==> config.mk <==
export PLATFORM = sky130hd
export DESIGN_NAME = bfra_fit
export DESIGN_NICKNAME = d
export VERILOG_FILES = /design/src/design/bfra_pkg.sv /design/src/design/bfra_fit.sv
export SDC_FILE = /design/constraint.sdc
export NUM_CORES = 1
export LEC_CHECK = 0
export BUFFER_PORTS_ARGS = -buffer_cell sky130_fd_sc_hd__clkbuf_2
export CAP_MARGIN = 20
export CORE_UTILIZATION = 30
export DETAILED_ROUTE_END_ITERATION = 16
export SLEW_MARGIN = 20
export SYNTH_ARGS = -nofsm -noshare
export SYNTH_HDL_FRONTEND = slang
export SYNTH_SLANG_ARGS = --single-unit
==> constraint.sdc <==
create_clock -name vclk -period 18.1
set_input_delay 5.43 -clock vclk [all_inputs]
set_output_delay 5.43 -clock vclk [all_outputs]
set_load 0.05 [all_outputs]
==> src/design/bfra_pkg.sv <==
`timescale 1ns / 1ps
package bfra_pkg;

    localparam int ADDR_W      = 48;
    localparam int MAX_REGIONS = 64;
    localparam int IDX_W       = 6;
    localparam int CNT_W       = 7;
    localparam int GROW_ORDER  = 21;
    localparam int MIN_REGION  = 24;
    localparam int T_W         = ADDR_W - GROW_ORDER;
    localparam int K_W         = 64 - GROW_ORDER + 1;
    localparam int IN_W        = 104;
    localparam int OUT_W       = 104;

    localparam logic [ADDR_W-1:0] ADDR_MASK = {ADDR_W{1'b1}};
    localparam logic [ADDR_W-1:0] CHUNK     = ADDR_W'(1) << GROW_ORDER;
    localparam logic [ADDR_W-1:0] MIN_SZ    = ADDR_W'(MIN_REGION);

    localparam logic OP_ALLOC = 1'b0;
    localparam logic OP_FREE  = 1'b1;

    typedef struct packed {
        logic [ADDR_W-1:0] start;
        logic [ADDR_W-1:0] size;
    } t_entry;

    typedef enum logic [2:0] {
        ST_OK      = 3'd0,
        ST_OOM     = 3'd1,
        ST_SMALL   = 3'd2,
        ST_OVERLAP = 3'd3,
        ST_FULL    = 3'd4
    } t_status;

    typedef enum logic [1:0] {
        RET_ALLOC,
        RET_FREE,
        RET_GROW
    } t_ret;

    typedef enum logic [4:0] {
        S_IDLE, S_A_RD, S_A_CHK, S_A_END, S_APPLY, S_DEL_RD, S_DEL_WR,
        S_I_RD, S_I_CMP, S_I_DEC, S_UP_RD, S_UP_WR, S_INS_OK,
        S_G_TOP, S_G_EXT, S_G_CA, S_G_CB, S_G_CK, S_G_CC, S_G_KFIN,
        S_G_APP, S_G_FIT, S_DONE
    } t_state;

    typedef struct packed {
        logic              fits;
        logic [ADDR_W-1:0] base;
        logic [ADDR_W-1:0] waste;
    } t_fit;

endpackage

==> src/design/bfra_fit.sv <==
`timescale 1ns / 1ps
module bfra_fit (
    input  bfra_pkg::t_entry              i_ent,
    input  logic [bfra_pkg::ADDR_W-1:0]   i_req,
    input  logic [bfra_pkg::ADDR_W-1:0]   i_amask,
    output bfra_pkg::t_fit                o_fit
);
    import bfra_pkg::*;

    logic [ADDR_W-1:0] w_end;
    logic [ADDR_W-1:0] w_top;
    logic [ADDR_W-1:0] w_base;

    // place at the region top, aligned down; waste is the bits cut off
    always_comb begin
        w_end  = i_ent.start + i_ent.size;
        w_top  = w_end - i_req;
        w_base = w_top & ~i_amask;
        o_fit.fits  = (i_ent.size >= i_req) && (w_base >= i_ent.start) &&
                      ((w_base == i_ent.start) || ((w_base - i_ent.start) >= MIN_SZ));
        o_fit.base  = w_base;
        o_fit.waste = w_top & i_amask;
    end

endmodule

==> results.py <==
metrics = {
    "pwr": {
        "vdd_drop_max_mv": 0.0447,
        "internal_power_mw": 0.309,
        "power_frac_seq_pct": 0,
        "power.switching_mw": 0.686,
        "leakagePower_nw": 6.12,
        "p_comb_share_pct": 100.0,
        "sw_frac_of_total_pct": 68.9,
        "p_clk_share_pct": 0,
        "p_total_mw": 0.995,
        "power_density_nw_per_um2": 93.1,
    },
    "synth": {
        "yosysTopAreaCell": "ha_1",
        "syn_avg_cell_area_um2": 6.63,
        "synth_cells": 1331,
        "syn-cell-area_um2": 8830,
        "synth.distinct_cells": 79,
        "yosysMostFrequentCell": "inv_1",
        "synthTopCellsByCount": "inv_1, ha_1, nor2_1",
        "synth_nets": 1714,
        "yosysWarnings": 0,
        "synth_top_area_share_pct": 20.4,
        "yosysSeqAreaShare_pct": 0,
        "synthTopCellsByArea": "ha_1, inv_1, fa_1",
    },
    "finish": {
        "stdcell_count": 1986,
        "area_delta_synth_final_pct": 21.1,
        "post_route_cells_drive_above_1_share_pct": 20.2,
        "regArea_um2": 0,
        "seq_cells": 0,
        "nClkBuffers": 0,
        "n_antenna_cell": 0,
        "nets": 1987,
    },
    "grt": {
        "grt_pass1_vias": 9549,
        "grt_max_degree": 13,
        "overflow": 0,
        "antenna_found_initial": 0,
        "grt_usage_pct": 19.2,
        "grt_pass1_wl_um": 47500,
    },
    "critical_path": {
        "crit_path_end_kind": "output pin",
        "cp-start-kind": "input pin",
        "arrival_ns": 12.13,
        "slowest_delay_ns": 0.67,
        "setup.worst_path.start": "i_ent[22]",
        "path_max_fanout": 8,
        "crit_type": "in -> out",
        "critPathSlowestCell": "nor3_1",
        "cp.required_ns": 12.67,
    },
    "drt": {
        "vias_per_cell": 4.96,
        "num_vias": 9845,
        "wl_per_cell_um": 15.1,
        "dr.pass1.iters": 5,
        "antenna_left": 0,
        "drc": 0,
        "initialDrtViolationCount": 485,
        "wl_um": 30000,
    },
    "placement": {
        "post-place-cells": 1986,
        "post-place-ws_ns": 0.561,
        "portBuffers": 289,
        "place.gp.congestion": 0.888,
        "dpl.hpwl_um": 27400,
    },
    "floorplan": {
        "start_util_pct": 30.6,
        "dieArea_um2": 30100,
        "die-height_um": 174,
        "fp-row-count": 62,
        "die_w_um": 174,
        "io_pins": 289,
        "core-area_um2": 28900,
    },
    "sta": {
        "hold_ws_ns": 11.22,
        "fin_crit_sh_pct": 97.0,
        "finalHoldViolations": 0,
        "fin_ws_ns": 0.540,
        "slew_violations": 0,
        "max_freq_ghz": 0.0569,
        "worst_slew_pin_slew_ns": 1.01,
        "setup_violations": 0,
        "rsz0062_at_grt": "false",
        "setup_tns_ns": 0,
        "timing.final.crit_period_ns": 17.56,
        "relSlewSlack_pct": 32.2,
    },
    "job": {
        "maxCapViolations": 0,
    },
    "cts": {
        "ctsHoldBuffers": 0,
        "cts_resized": 0,
        "postCtsSetupRepairBufs": 0,
    },
    "min_path": {
        "min_path_type": "in -> out",
        "hold_start": "i_amask[1]",
    },
    "outcome": {
        "status": "finished clean",
    },
}
[cell type report]
| class | instances | area (um^2) |
|---|---|---|
| fillers | 3169 | 18200 |
| multi-input cells | 1009 | 7610 |
| repair buffers | 291 | 1460 |
| inverters | 302 | 1130 |
| well taps | 384 | 480 |
[routing by layer]
| layer | vias up | GRT usage, % | routed length (um) |
|---|---|---|---|
| met2 | 303 | 33.8 | 14000 |
| met5 | - | 0 | 0 |
| li1 | 5041 | - | - |
| met3 | 32 | 1.56 | 1480 |
| met4 | 0 | 2.51 | 448 |
| met1 | 4469 | 26.1 | 14100 |
[power by group through the flow]
stage / sequential (mW) / clock, mW / combinational [mW]
2_1_floorplan: 0 / 0 / 0.737
3_3_place_gp: 0 / 0 / 0.990
3_5_place_dp: 0 / 0 / 0.989
4_1_cts: 0 / 0 / 0.994
5_1_grt: 0 / 0 / 1.08
6_report: 0 / 0 / 0.995
[through the flow]
step                util (%)  area [um^2]
floorplan                  -         8830
global placement        37.0        10700
detailed placement      37.0        10700
CTS                     37.0        10700
global route            37.0        10700
finish                  37.0        10700
[layout by cell type (no fill, tap or decap), types with 11 or more instances in the layout]
| master | n |
|---|---|
| clkbuf_2 | 289 |
| nor3_1 | 18 |
| a31oi_1 | 11 |
| xor2_1 | 31 |
| nand3_1 | 31 |
| inv_1 | 302 |
| o21a_1 | 17 |
| nor2b_1 | 19 |
| o21ai_0 | 64 |
| nand4_1 | 31 |
| ha_1 | 144 |
| nor2_1 | 138 |
| a21oi_1 | 116 |
| xnor2_1 | 33 |
| fa_1 | 47 |
| a21o_1 | 37 |
| nand2b_1 | 17 |
| nand2_1 | 100 |
[worst max-delay path: cells and delay by family]
family	cells	cell delay (ns)
XOR/XNOR	1	0.21
buffers and inverters	4	0.44
adder cells (fa/ha/maj)	3	1.27
AO/OA/AOI/OAI	10	2.53
AND/OR/NAND/NOR	11	2.23
[cells by family after synthesis]
| logic type | Yosys count | share of synthesized area, % |
|---|---|---|
| buf+inv | 322 | 13.7 |
| simple gates | 394 | 20.9 |
| xor+xnor | 64 | 6.35 |
| compound gates | 349 | 26.6 |
| fa+ha+maj | 191 | 31.1 |
| mux | 11 | 1.32 |
[worst paths after layout]
kind                   endpoint  cells after the start
worst max-delay path  o_fit[96]                     29
worst min-delay path  o_fit[49]                      3
Note: power is estimated with default switching activity, not from simulation.
